$ cat src/rtl/cpmd_pkg.sv
package cpmd_pkg;

  typedef enum logic [1:0] {
    ST_OK       = 2'd0,
    ST_TOO_FEW  = 2'd1,
    ST_OVERFLOW = 2'd2
  } status_t;

endpackage

$ cat src/rtl/cpmd_isqrt.sv
module cpmd_isqrt #(
  parameter int RAD_W = 49,
  localparam int ROOT_W = (RAD_W + 1) / 2
) (
  input  logic              clk,
  input  logic              rst_n,
  input  logic              start,
  input  logic [RAD_W-1:0]  radicand,
  output logic              done,
  output logic [ROOT_W-1:0] root
);
  import cpmd_pkg::*;

  localparam int PAD_W = 2 * ROOT_W;
  localparam int CNT_W = $clog2(ROOT_W + 1);

  logic [PAD_W-1:0]  rad_r;
  logic [ROOT_W:0]   rem_r;
  logic [ROOT_W-1:0] root_r;
  logic [CNT_W-1:0]  cnt_r;
  logic              busy_r;
  logic              done_r;

  logic [ROOT_W+2:0] rem_sh;
  logic [ROOT_W+2:0] trial;
  logic [ROOT_W+2:0] diff;
  logic              fits;

  assign rem_sh = {rem_r, rad_r[PAD_W-1 -: 2]};
  assign trial  = {1'b0, root_r, 2'b01};
  assign diff   = rem_sh - trial;
  assign fits   = (rem_sh >= trial);

  always_ff @(posedge clk) begin
    if (!rst_n) begin
      busy_r <= 1'b0;
      done_r <= 1'b0;
      cnt_r  <= '0;
    end else begin
      done_r <= 1'b0;
      if (start) begin
        busy_r <= 1'b1;
        cnt_r  <= '0;
        rad_r  <= PAD_W'(radicand);
        rem_r  <= '0;
        root_r <= '0;
      end else if (busy_r) begin
        rad_r <= {rad_r[PAD_W-3:0], 2'b00};
        if (fits) begin
          rem_r  <= diff[ROOT_W:0];
          root_r <= {root_r[ROOT_W-2:0], 1'b1};
        end else begin
          rem_r  <= rem_sh[ROOT_W:0];
          root_r <= {root_r[ROOT_W-2:0], 1'b0};
        end
        if (cnt_r == CNT_W'(ROOT_W - 1)) begin
          busy_r <= 1'b0;
          done_r <= 1'b1;
        end
        cnt_r <= cnt_r + 1'b1;
      end
    end
  end

  assign done = done_r;
  assign root = root_r;

endmodule

$ cat config.mk
export PLATFORM = sky130hd
export DESIGN_NAME = cpmd_isqrt
export DESIGN_NICKNAME = d
export VERILOG_FILES = /design/src/rtl/cpmd_pkg.sv /design/src/rtl/cpmd_isqrt.sv
export SDC_FILE = /design/constraint.sdc
export NUM_CORES = 1
export LEC_CHECK = 0
export ABC_AREA = 0
export BUFFER_PORTS_ARGS = -buffer_cell sky130_fd_sc_hd__buf_4
export CORE_MARGIN = 3
export CORE_UTILIZATION = 45
export CTS_CLUSTER_SIZE = 10
export DETAILED_ROUTE_END_ITERATION = 10
export PLACE_DENSITY_LB_ADDON = 0.25
export SETUP_SLACK_MARGIN = 0.5
export SLEW_MARGIN = 25
export SYNTH_ARGS = -nofsm -noshare
export SYNTH_HDL_FRONTEND = slang
export SYNTH_SLANG_ARGS = --single-unit
$ cat constraint.sdc
create_clock -name clk -period 5.2 [get_ports clk]
set_clock_uncertainty 0.05 [all_clocks]
set_input_delay 1.04 -clock clk [delete_from_list [all_inputs] [get_ports clk]]
set_output_delay 1.04 -clock clk [all_outputs]
set_load 0.03 [all_outputs]
# Word level (Yosys, flattened, before mapping)
# Index checks and enable logic that the tools add are counted.
[word_totals]
reg_bits = 108
[classes]
n_mux = 10
magnitude_cmp = 1
bitwise = 2
n_addsub = 2
reduce_logical = 4
eq_ne = 1
[ops]
columns = ["op", "n"]
rows = [
  ["2-to-1 mux 26 bit", 2],
  ["2-to-1 mux 50 bit", 1],
  ["2-to-1 mux 49 bit", 1],
  [">= comparator 28 x 27 -> 1 bit", 1],
  ["subtractor 26 bit", 1],
  ["2-to-1 mux 25 bit", 1],
  ["adder 5 x 1 -> 5 bit, second input constant", 1],
  ["equality test 5 bit, second input constant", 1],
  ["2-to-1 mux 1 bit", 5],
  ["OR reduction 3 bit", 1],
  ["NOT 1 bit", 2],
  ["AND reduction 2 bit", 1],
  ["nonzero test 2 bit", 1],
  ["OR reduction 2 bit", 1],
]

# Longest topological paths before layout
# Gate-level depths: netlist of run 1.
[depth]
word_depth = 4
depth_mapped = 12
depth_no_buf = 10

# Least setup slack after synthesis of run 1
# No wires, ideal clock.
[synth_timing]
path_type = "input to register"
start = "in start"
end = "reg rad_r[0], enable pin"
slack_ns = 0.849
path_stages = 3
required_ns = 4.681
setup_time_ns = 0.469
t_arrival_ns = 3.832
cell_sequence = "clkbuf_1 -> buf_1 -> o21a_1"
[synth_via]
elab_chain_len = 2
[synth_rtl]
columns = ["item", "line_no", "source"]
rows = [
  ["start, declared", "cpmd_isqrt.sv:7", "input logic start,"],
  ["nonzero test 2 bit (no line)", "n/a", ""],
  ["AND reduction 2 bit (no line)", "n/a", ""],
  ["end signal, assigned", "cpmd_isqrt.sv:44", "rad_r <= PAD_W'(radicand);"],
  ["end signal, assigned", "cpmd_isqrt.sv:48", "rad_r <= {rad_r[PAD_W-3:0], 2'b00};"],
  ["end, declared", "cpmd_isqrt.sv:17", "logic [PAD_W-1:0] rad_r;"],
]
# Every way passes these cells.
# A chain may end at the register's enable or synchronous reset.

# Worst setup path in the final report of run 1
[layout_timing]
start = "reg rem_r[17]"
end = "reg rem_r[22] (data pin)"
[layout_via]
elab_chain_len = 3
elab_cells_between_ends = 4
cone_classes = "1 x add/sub; 1 x order compare; 2 x mux"
[layout_rtl]
columns = ["item", "line_no", "source"]
rows = [
  ["start, declared", "cpmd_isqrt.sv:18", "logic [ROOT_W:0] rem_r;"],
  ["start signal, assigned", "cpmd_isqrt.sv:50", "rem_r <= diff[ROOT_W:0];"],
  ["start signal, assigned", "cpmd_isqrt.sv:53", "rem_r <= rem_sh[ROOT_W:0];"],
  ["subtractor 26 bit / >= comparator 28 x 27 -> 1 bit (equally long branches)", "cpmd_isqrt.sv:31, cpmd_isqrt.sv:32", ""],
  ["2-to-1 mux 26 bit *", "cpmd_isqrt.sv:49", "if (fits) begin"],
  ["2-to-1 mux 26 bit *", "cpmd_isqrt.sv:47", "end else if (busy_r) begin"],
]
# Every way passes the cells marked *; elsewhere a longest branch is shown, timed or not. The select of a mux whose other input is x is not followed.

==> results of run 1 <==
## worst max path at each step
stage / endpoint / depth (start not counted) / slack (ps) / startpoint
after global routing: rem_r[2] / 9 / 1470 / rem_r[17]
final: rem_r[22] / 9 / 1640 / rem_r[17]
after detailed placement: rem_r[18] / 10 / 1750 / root[17]
after global placement: rem_r[20] / 9 / 1780 / rem_r[17]
after CTS: rem_r[18] / 9 / 1710 / rem_r[17]
after floorplan: rad_r[0] / 3 / 850 / start
## power groups by stage
stage,sequential (mW),combinational [mW],clock [mW]
finish,1.06,0.542,0.646
global route,1.07,0.601,0.701
CTS,1.07,0.540,0.668
detailed placement,1.08,0.537,0
global placement,1.08,0.526,0
floorplan,1.10,0.394,0
## synthesized netlist by cell type, types with 2 or more instances
master,count,share of area
nor2_1,60,0.038
buf_1,6,0.0038
nand3_1,5,0.0043
o211ai_1,3,0.0038
mux2_2,47,0.090
clkbuf_1,10,0.0064
nand4_1,7,0.0075
edfxtp_1,101,0.52
nand2b_1,5,0.0053
a211o_1,2,0.0030
nor2b_1,2,0.0021
a21boi_0,2,0.0026
buf_6,2,0.0038
xor2_1,10,0.015
mux2i_1,19,0.032
o21ai_0,14,0.012
a21o_1,9,0.012
nand3b_1,3,0.0038
a31oi_1,3,0.0032
o21ai_1,5,0.0043
o21a_1,7,0.0089
a21oi_1,28,0.024
ha_1,29,0.062
inv_1,33,0.021
nor3_1,6,0.0051
buf_2,5,0.0043
xnor2_1,15,0.022
inv_2,2,0.0013
and2_1,4,0.0043
dfxtp_1,7,0.024
a211oi_1,5,0.0064
nand2_1,20,0.013
nand4b_1,2,0.0030
## layout make-up
cell class	count	area, um2	share of cell area
Sequential cell	108	3170	0.461
Multi-Input combinational cell	330	2470	0.358
Timing Repair Buffer	80	624	0.0906
Clock buffer	9	225	0.0327
Tap cell	172	215	0.0312
Inverter	35	131	0.0191
Clock inverter	7	50.0	0.00727
## critical path, cell delays in order, from the launching register on
cell and delay [ps]:
edfxtp_1 440, ha_1 460, nand4_2 190, nor4_4 380
inv_2 60, o41ai_2 380, inv_2 110, a21oi_4 820
o2111ai_1 280, a31oi_1 230
## per-layer routing
metal  wire (um)  up-vias  global-route usage
li1            -     1936                   -
met1        5010     1881               0.194
met2        5370       99               0.274
met3         731       21              0.0547
met4         215        0              0.0552
met5           0        -                   0
## cells in the final DEF, fill, tap and decap left out, drive strengths merged, types with 8 or more instances in the layout
| master | count |
|---|---|
| a21o | 9 |
| a21oi | 29 |
| buf | 80 |
| clkbuf | 9 |
| edfxtp | 101 |
| ha | 29 |
| inv | 37 |
| mux2 | 47 |
| mux2i | 19 |
| nand2 | 20 |
| nand4 | 8 |
| nor2 | 60 |
| o21ai | 19 |
| xnor2 | 15 |
| xor2 | 10 |
## state kept, by name (all words and copies together) (netlist names)
register  count
rad_r        50
cnt_r         5
rem_r        26
root         25
busy_r        1
done          1
## cell families (layout without fill, tap and decap cells)
logic type,Yosys count,in the layout,synth area share
fa+ha+maj,29,29,0.0618
buf+inv,58,131,0.0407
xor+xnor,25,25,0.0373
simple gates,121,121,0.0982
mux,66,66,0.122
flops,108,108,0.540
compound gates,89,89,0.0993
## stage by stage
step | setup slack (ps) | hold WS [ps] | utilization | total power, mW | instances
after floorplan | 849 | 429 | - | 1.49 | 496
after CTS | 1710 | 475 | 0.541 | 2.27 | 740
after detailed placement | 1750 | 452 | 0.519 | 1.62 | 724
final | 1640 | 477 | 0.544 | 2.25 | 741
after global placement | 1780 | 447 | 0.519 | 1.61 | 724
after global routing | 1470 | 505 | 0.544 | 2.37 | 741
==> impl_metrics.tcl, run 1 <==
set metrics [dict create \
    rsz0062_at_grt "no" \
    worstSetupPathType "reg2reg" \
    final_nets 645 \
    fp.coreArea_um2 12700 \
    hold_path.class "reg2reg" \
    vdd_ir_drop_max_mv 0.240 \
    die_y_um 120 \
    post_dp_cell_area_um2 6580 \
    cts.clk_slew.worst_paths_ps 70 \
    switchingPower_mw 0.650 \
    synth_edf_count 101 \
    cts.sinks 108 \
    period_share 0.684 \
    min_from "cnt_r[4]" \
    cts_tree "built" \
    slew_viol_final 0 \
    cts_root_buffer "clkbuf_16" \
    worst_ep_required_time_ps 5340 \
    end_kind "flip-flop" \
    pwr-share-comb 0.241 \
    htree_levels 3 \
    cts_inserted_buffers 9 \
    ys_ff_latch 108 \
    synth_cells 496 \
    syn_area_um2 5870 \
    r2r_cells 9 \
    startpoint_type "flip-flop" \
    drt-total-wl_mm 11.3 \
    gp_congestion 0.957 \
    drt_iter0_drc 207 \
    grt_start_max_net_pins 98 \
    p_seq_frac 0.472 \
    cp.arrival_ps 3700 \
    setup-violations-final 0 \
    p_leak_nw 2.76 \
    finalCriticalPeriod_ps 3560 \
    worstPathMaxFanout 26 \
    detail_route.first_pass.iterations 5 \
    ys.warnings.count 0 \
    hold_buffers 0 \
    fin_area_um2 6890 \
    overflow 0 \
    clock_latency_ps 350 \
    post_cts_buffers 0 \
    syn-mean-instance-area_um2 11.8 \
    antenna_found_initial 0 \
    ios 78 \
    ctsResizeCount 0 \
    maxCapViolCount 0 \
    clkPwrFrac 0.287 \
    groute.usage.overall 0.162 \
    grt_pass1_vias 4039 \
    p_sw_frac 0.288 \
    synth_flop_cell "edfxtp_1" \
    syn_nets 577 \
    num_rows 41 \
    status "completed" \
    diodes 0 \
    clockBufferDepth 2 \
    final_hold_viol_count 0 \
    n_fill_cell 1137 \
    r2r-start "rem_r[17]" \
    tightest_slew_ps 1030 \
    start_util 0.464 \
    portBuffers 77 \
    async_flop_share 0 \
    timing.slew.headroom 0.309 \
    intPower_mw 1.60 \
    grt_pass1_wl_mm 19.0 \
    area_growth_pct 17.3 \
    die_w_um 120 \
    drt-wirelength-per-cell_um 15.3 \
    r2r_slack_ps 1640 \
    whs_endpoint "cnt_r[4]" \
    viasPerCell 5.31 \
    hold-path-cell-count 2 \
    dieArea_um2 14500 \
    drcViolationCount 0 \
    max_freq_mhz 281 \
    r2r_end "rem_r[22]" \
    p_per_area_nw_per_um2 327 \
    tns_ps 0 \
    drive_above_1_share 0.264 \
    drtAntennaViolNets 0 \
    ys_types 51 \
    synth.yosys.seq_area_share 0.540 \
    dpl.hpwl_mm 7.82 \
    vias 3937 \
]
Note: power is estimated with default switching activity, not from simulation.
==> run 2, diff against run 1 <==
Clock period 5.2 ns to 3.3 ns, I/O delays scaled along.
==> impl_metrics.tcl, run 2 (synthesis results as in run 1) <==
set metrics [dict create \
    whs_endpoint "cnt_r[4]" \
    hold-path-cell-count 2 \
    min_from "cnt_r[4]" \
    p_leak_nw 2.90 \
    detail_route.first_pass.iterations 4 \
    vdd_ir_drop_max_mv 0.293 \
    n_fill_cell 1104 \
    clockBufferDepth 2 \
    maxCapViolCount 0 \
    drt-total-wl_mm 11.6 \
    final_nets 670 \
    final_cell_mix "101 x edfxtp_1, 96 x buf_4, 60 x nor2_1" \
    status "completed" \
    drcViolationCount 0 \
    cpMaxStageDelayCell "edfxtp_1" \
    area_growth_pct 25.2 \
    grt_pass1_wl_mm 19.3 \
    dieArea_um2 14500 \
    r2r_cells 13 \
    setup-violations-final 0 \
    p_per_area_nw_per_um2 517 \
    r2r-start "root[11]" \
    num_rows 41 \
    drtAntennaViolNets 0 \
    cts_inserted_buffers 9 \
    hold_path.class "reg2reg" \
    ios 78 \
    finalCriticalPeriod_ps 2680 \
    grt_pass1_vias 4104 \
    clkPwrFrac 0.290 \
    multi_input_area_um2 2690 \
    htree_levels 3 \
    regArea_um2 3170 \
    die_y_um 120 \
    tns_ps 0 \
    p_seq_frac 0.443 \
    cts_tree "built" \
    dpl.hpwl_mm 7.76 \
    rsz0062_at_grt "no" \
    cts_root_buffer "clkbuf_16" \
    pwr-share-comb 0.267 \
    intPower_mw 2.73 \
    crit_cells 13 \
    startpoint_type "flip-flop" \
    gp_congestion 0.936 \
    end_kind "flip-flop" \
    top_register "rad_r" \
    drt-wirelength-per-cell_um 15.1 \
    cp_num_buf_inv 4 \
    slew_viol_final 0 \
    critPathTopFamily "compound AO/OA/AOI/OAI gates" \
    clock_latency_ps 350 \
    switchingPower_mw 1.06 \
    r2r_end "rem_r[2]" \
    cpPeakStageDelay_ps 400 \
    worstPathMaxFanout 8 \
    cp.arrival_ps 2720 \
    antenna_found_initial 0 \
    diodes 0 \
    fin_ws_ps 619 \
    max_freq_mhz 373 \
    viasPerCell 5.22 \
    tightest_slew_ps 537 \
    drt_iter0_drc 184 \
    grt_start_max_net_pins 104 \
    fp.coreArea_um2 12700 \
    cts.sinks 108 \
    pre_cts_ws_ps 71.7 \
    largest_reg_flops 50 \
    cts.clk_slew.worst_paths_ps 70 \
    p_sw_frac 0.280 \
    period_share 0.812 \
    die_w_um 120 \
    worst_ep_required_time_ps 3340 \
    overflow 0 \
    crit_chain "inv_2, ha_4, buf_6, a211oi_2, nor2_1, o21ai_1, o211ai_1, a221oi_4, buf_6, a21oi_4, buf_8, mux2i_2, nor2_1" \
    fin_util 0.580 \
    worstSetupPathType "reg2reg" \
    r2r_slack_ps 620 \
    timing.slew.headroom 0.642 \
    portBuffers 77 \
    final_hold_viol_count 0 \
    drive_above_1_share 0.345 \
    groute.usage.overall 0.167 \
    vias 3996 \
    start_util 0.464 \
    layout_commonest_cell "edfxtp_1" \
]
run 2: cell count changes in the layout (fill, tap and decap cells not counted), moves of 4 or more:
| cell | change |
|---|---|
| ha_4 | +9 |
| buf_4 | +18 |
| ha_1 | -10 |
| inv_1 | -4 |
| inv_2 | +4 |
run 2: repair_timing:
action	in CTS	in global routing
gates resized for setup	9	37
setup buffers	9	7
hold buffers	0	0
setup endpoints to repair	26	25
pin swaps	4	9
cloned	1	0
run 2: worst max path at each step:
stage              from        end  slack [ps]
4_1_cts         root[1]  rem_r[19]         520
3_3_place_gp   root[10]  rem_r[19]         120
6_report       root[11]   rem_r[2]         620
5_1_grt         root[1]   rem_r[2]         480
2_1_floorplan   root[1]   rem_r[4]         470
3_5_place_dp   rem_r[7]  rem_r[19]          70
run 2: metal layers:
| metal | global-route usage | part of all wire | vias to the layer above | wire length, um |
|---|---|---|---|---|
| met2 | 0.274 | 0.49 | 84 | 5640 |
| met5 | 0 | 0 | - | 0 |
| li1 | - | - | 1985 | - |
| met4 | 0.0482 | 0.014 | 0 | 161 |
| met3 | 0.0603 | 0.061 | 12 | 704 |
| met1 | 0.209 | 0.44 | 1915 | 5100 |
run 2: power by group through the flow:
stage,clock network (mW),registers [mW],logic (mW)
2_1_floorplan,0,1.73,0.631
3_3_place_gp,0,1.70,0.868
3_5_place_dp,0,1.71,0.878
4_1_cts,1.14,1.68,0.944
5_1_grt,1.19,1.69,1.12
6_report,1.10,1.68,1.02
run 2: cell type report:
cell class	count	share of cell area
Tap cell	172	0.0293
Timing Repair Buffer	104	0.114
Inverter	35	0.0179
Multi-Input combinational cell	331	0.366
Clock inverter	5	0.00834
Sequential cell	108	0.432
Clock buffer	11	0.0330
run 2: worst register-to-register path: cells and delay by family, from the launching register on:
kind / cells / cell delay [ps]
AO/OA/AOI/OAI: 5 / 890
adder cells (fa/ha/maj): 1 / 220
AND/OR/NAND/NOR: 2 / 130
flip-flops: 1 / 400
multiplexers: 1 / 190
buffers and inverters: 4 / 560
run 2: per-stage QoR:
| step | total power [mW] | std cells | area, um2 | hold slack, ps |
|---|---|---|---|---|
| CTS | 3.76 | 759 | 7120 | 486 |
| global placement | 2.57 | 733 | 6700 | 443 |
| floorplan | 2.36 | 496 | 5900 | 429 |
| finish | 3.80 | 766 | 7350 | 485 |
| global route | 4.00 | 766 | 7350 | 507 |
| detailed placement | 2.58 | 733 | 6700 | 470 |
==> run 3, diff against run 2 <==
Settings changed: ABC_AREA 0 to 1.
Clock period 3.3 ns to 2.7 ns, I/O delays scaled along.
==> impl_metrics.tcl, run 3 <==
set metrics [dict create \
    clockBufferDepth 2 \
    cts_tree "built" \
    p_seq_frac 0.407 \
    clock_latency_ps 360 \
    n_fill_cell 1249 \
    dieArea_um2 16600 \
    top_register "rad_r" \
    startpoint_type "flip-flop" \
    status "completed" \
    period_share 0.840 \
    die_w_um 129 \
    timing.slew.headroom 0.619 \
    vdd_ir_drop_max_mv 0.323 \
    p_per_area_nw_per_um2 557 \
    drt-total-wl_mm 16.0 \
    cts.sinks 108 \
    syn_nets 952 \
    post_dp_cell_area_um2 7840 \
    dpl.hpwl_mm 11.1 \
    drt_iter0_drc 297 \
    htree_levels 3 \
    syn-mean-instance-area_um2 7.77 \
    fin_util 0.620 \
    area_growth_pct 34.1 \
    async_flop_share 0 \
    cts.clk_slew.worst_paths_ps 80 \
    tightest_slew_ps 571 \
    fp.coreArea_um2 14600 \
    num_rows 44 \
    pre_cts_ws_ps 295 \
    max_freq_mhz 441 \
    final_nets 1097 \
    layout_commonest_cell "nand2_1" \
    fin_ws_ps 431 \
    yosys-top-cells-count "340 x nand2_1, 129 x inv_1, 101 x edfxtp_1, 92 x nor2_1, 35 x nand2_2" \
    design_power_total_mw 5.06 \
    worstSetupPathType "reg2reg" \
    fin_area_um2 9080 \
    grt_start_max_net_pins 60 \
    die_y_um 129 \
    min_from "radicand[0]" \
    ios 78 \
    ys.warnings.count 0 \
    synth.most_common_cell "nand2_1" \
    hold_path.class "in2reg" \
    synth_flop_cell "edfxtp_1" \
    clkPwrFrac 0.257 \
    antenna_found_initial 0 \
    instances_no_fill 1205 \
    dpl.cell_count 1120 \
    worstPathMaxFanout 6 \
    finalCriticalPeriod_ps 2270 \
    yosys.area.top_type "edfxtp_1" \
    worst_ep_required_time_ps 2760 \
    final_hold_viol_count 0 \
    grt_pass1_vias 5580 \
    setup-violations-final 0 \
    synth_cells 871 \
    startpoint "root[21]" \
    p_sw_frac 0.331 \
    cp.arrival_ps 2330 \
    hold_buffers 0 \
    switchingPower_mw 1.68 \
    drt-wirelength-per-cell_um 13.3 \
    groute.usage.overall 0.197 \
    vias 5816 \
    slew_viol_final 0 \
    largest_reg_flops 50 \
    gp_congestion 0.918 \
    synth_top_area_share 0.448 \
    detail_route.first_pass.iterations 4 \
    pwr-share-comb 0.336 \
    final_cell_mix "314 x nand2_1, 143 x buf_4, 102 x inv_1" \
    viasPerCell 4.83 \
    drcViolationCount 0 \
    p_leak_nw 4.39 \
    portBuffers 77 \
    drive_above_1_share 0.349 \
    ys_types 36 \
    cts_inserted_buffers 9 \
    syn_area_um2 6770 \
    r2r-start "root[21]" \
    rsz0062_at_grt "yes" \
    intPower_mw 3.39 \
    overflow 0 \
    maxCapViolCount 0 \
    start_util 0.462 \
    tns_ps 0 \
    whs_ps 386 \
    diodes 0 \
    synth.area.top_cells "edfxtp_1 45%, nand2_1 19%, inv_1 7.2%" \
    grt_pass1_wl_mm 26.2 \
    synth.yosys.seq_area_share 0.469 \
    drtAntennaViolNets 0 \
    cts_root_buffer "clkbuf_16" \
    ys_ff_latch 108 \
    end_kind "flip-flop" \
    synth_edf_count 101 \
]
run 3: worst paths after layout:
| path | endpoint | slack [ps] | depth (start not counted) |
|---|---|---|---|
| max | rem_r[11] | 430 | 14 |
| min | rad_r[0] | 390 | 3 |
| max reg2reg | rem_r[11] | 430 | 14 |
| min reg2reg | cnt_r[1] | 460 | 2 |
run 3: area by class of cell:
| cell class | instances | area [um2] | share of cell area |
|---|---|---|---|
| clock buffer | 9 | 225 | 0.0248 |
| clock inverter | 7 | 57.6 | 0.00634 |
| inverter | 133 | 507 | 0.0558 |
| multi-input combinational | 609 | 3560 | 0.392 |
| sequential | 108 | 3170 | 0.349 |
| tap | 184 | 230 | 0.0254 |
| timing repair buffer | 155 | 1330 | 0.146 |
run 3: worst max-delay path: stages (launching register included):
cell and delay [ps]:
edfxtp_1 420, inv_2 110, ha_4 230, nand2_2 110, inv_1 70, nand2_2 80
nand2_2 60, nand2_1 70, nand2_2 60, a21oi_4 140, nand3_4 150, buf_12 180
buf_16 140, o21ai_2 120, nor2_2 40
run 3: kinds of logic after synthesis:
group	Yosys count	share of synthesized area
adders and majority gates	29	0.0536
and+or+nand+nor	540	0.340
buffers and inverters	154	0.0967
xor gates and xnor gates	11	0.0142
DFF	108	0.469
AOI/OAI and AO/OA	29	0.0264
run 3: per-layer routing:
layer / wire [um] / vias to the layer above / part of all wire / GRT usage
met5: 0 / - / 0 / 0
li1: - / 3003 / - / -
met2: 7890 / 131 / 0.49 / 0.330
met1: 7110 / 2652 / 0.44 / 0.254
met3: 701 / 30 / 0.044 / 0.0369
met4: 335 / 0 / 0.021 / 0.0766
run 3: power by group through the flow:
stage,registers [mW],clock network [mW],logic (mW)
global placement,2.09,0,1.28
CTS,2.06,1.33,1.55
finish,2.06,1.30,1.70
floorplan,2.13,0,0.942
global route,2.07,1.40,1.88
detailed placement,2.09,0,1.30
run 3: what timing repair did:
item	CTS	global route
pin swaps	31	20
setup endpoints to repair	23	27
gates cloned	3	0
endpoints found under the hold margin	0	0
resized for setup	54	62
setup buffers	39	27
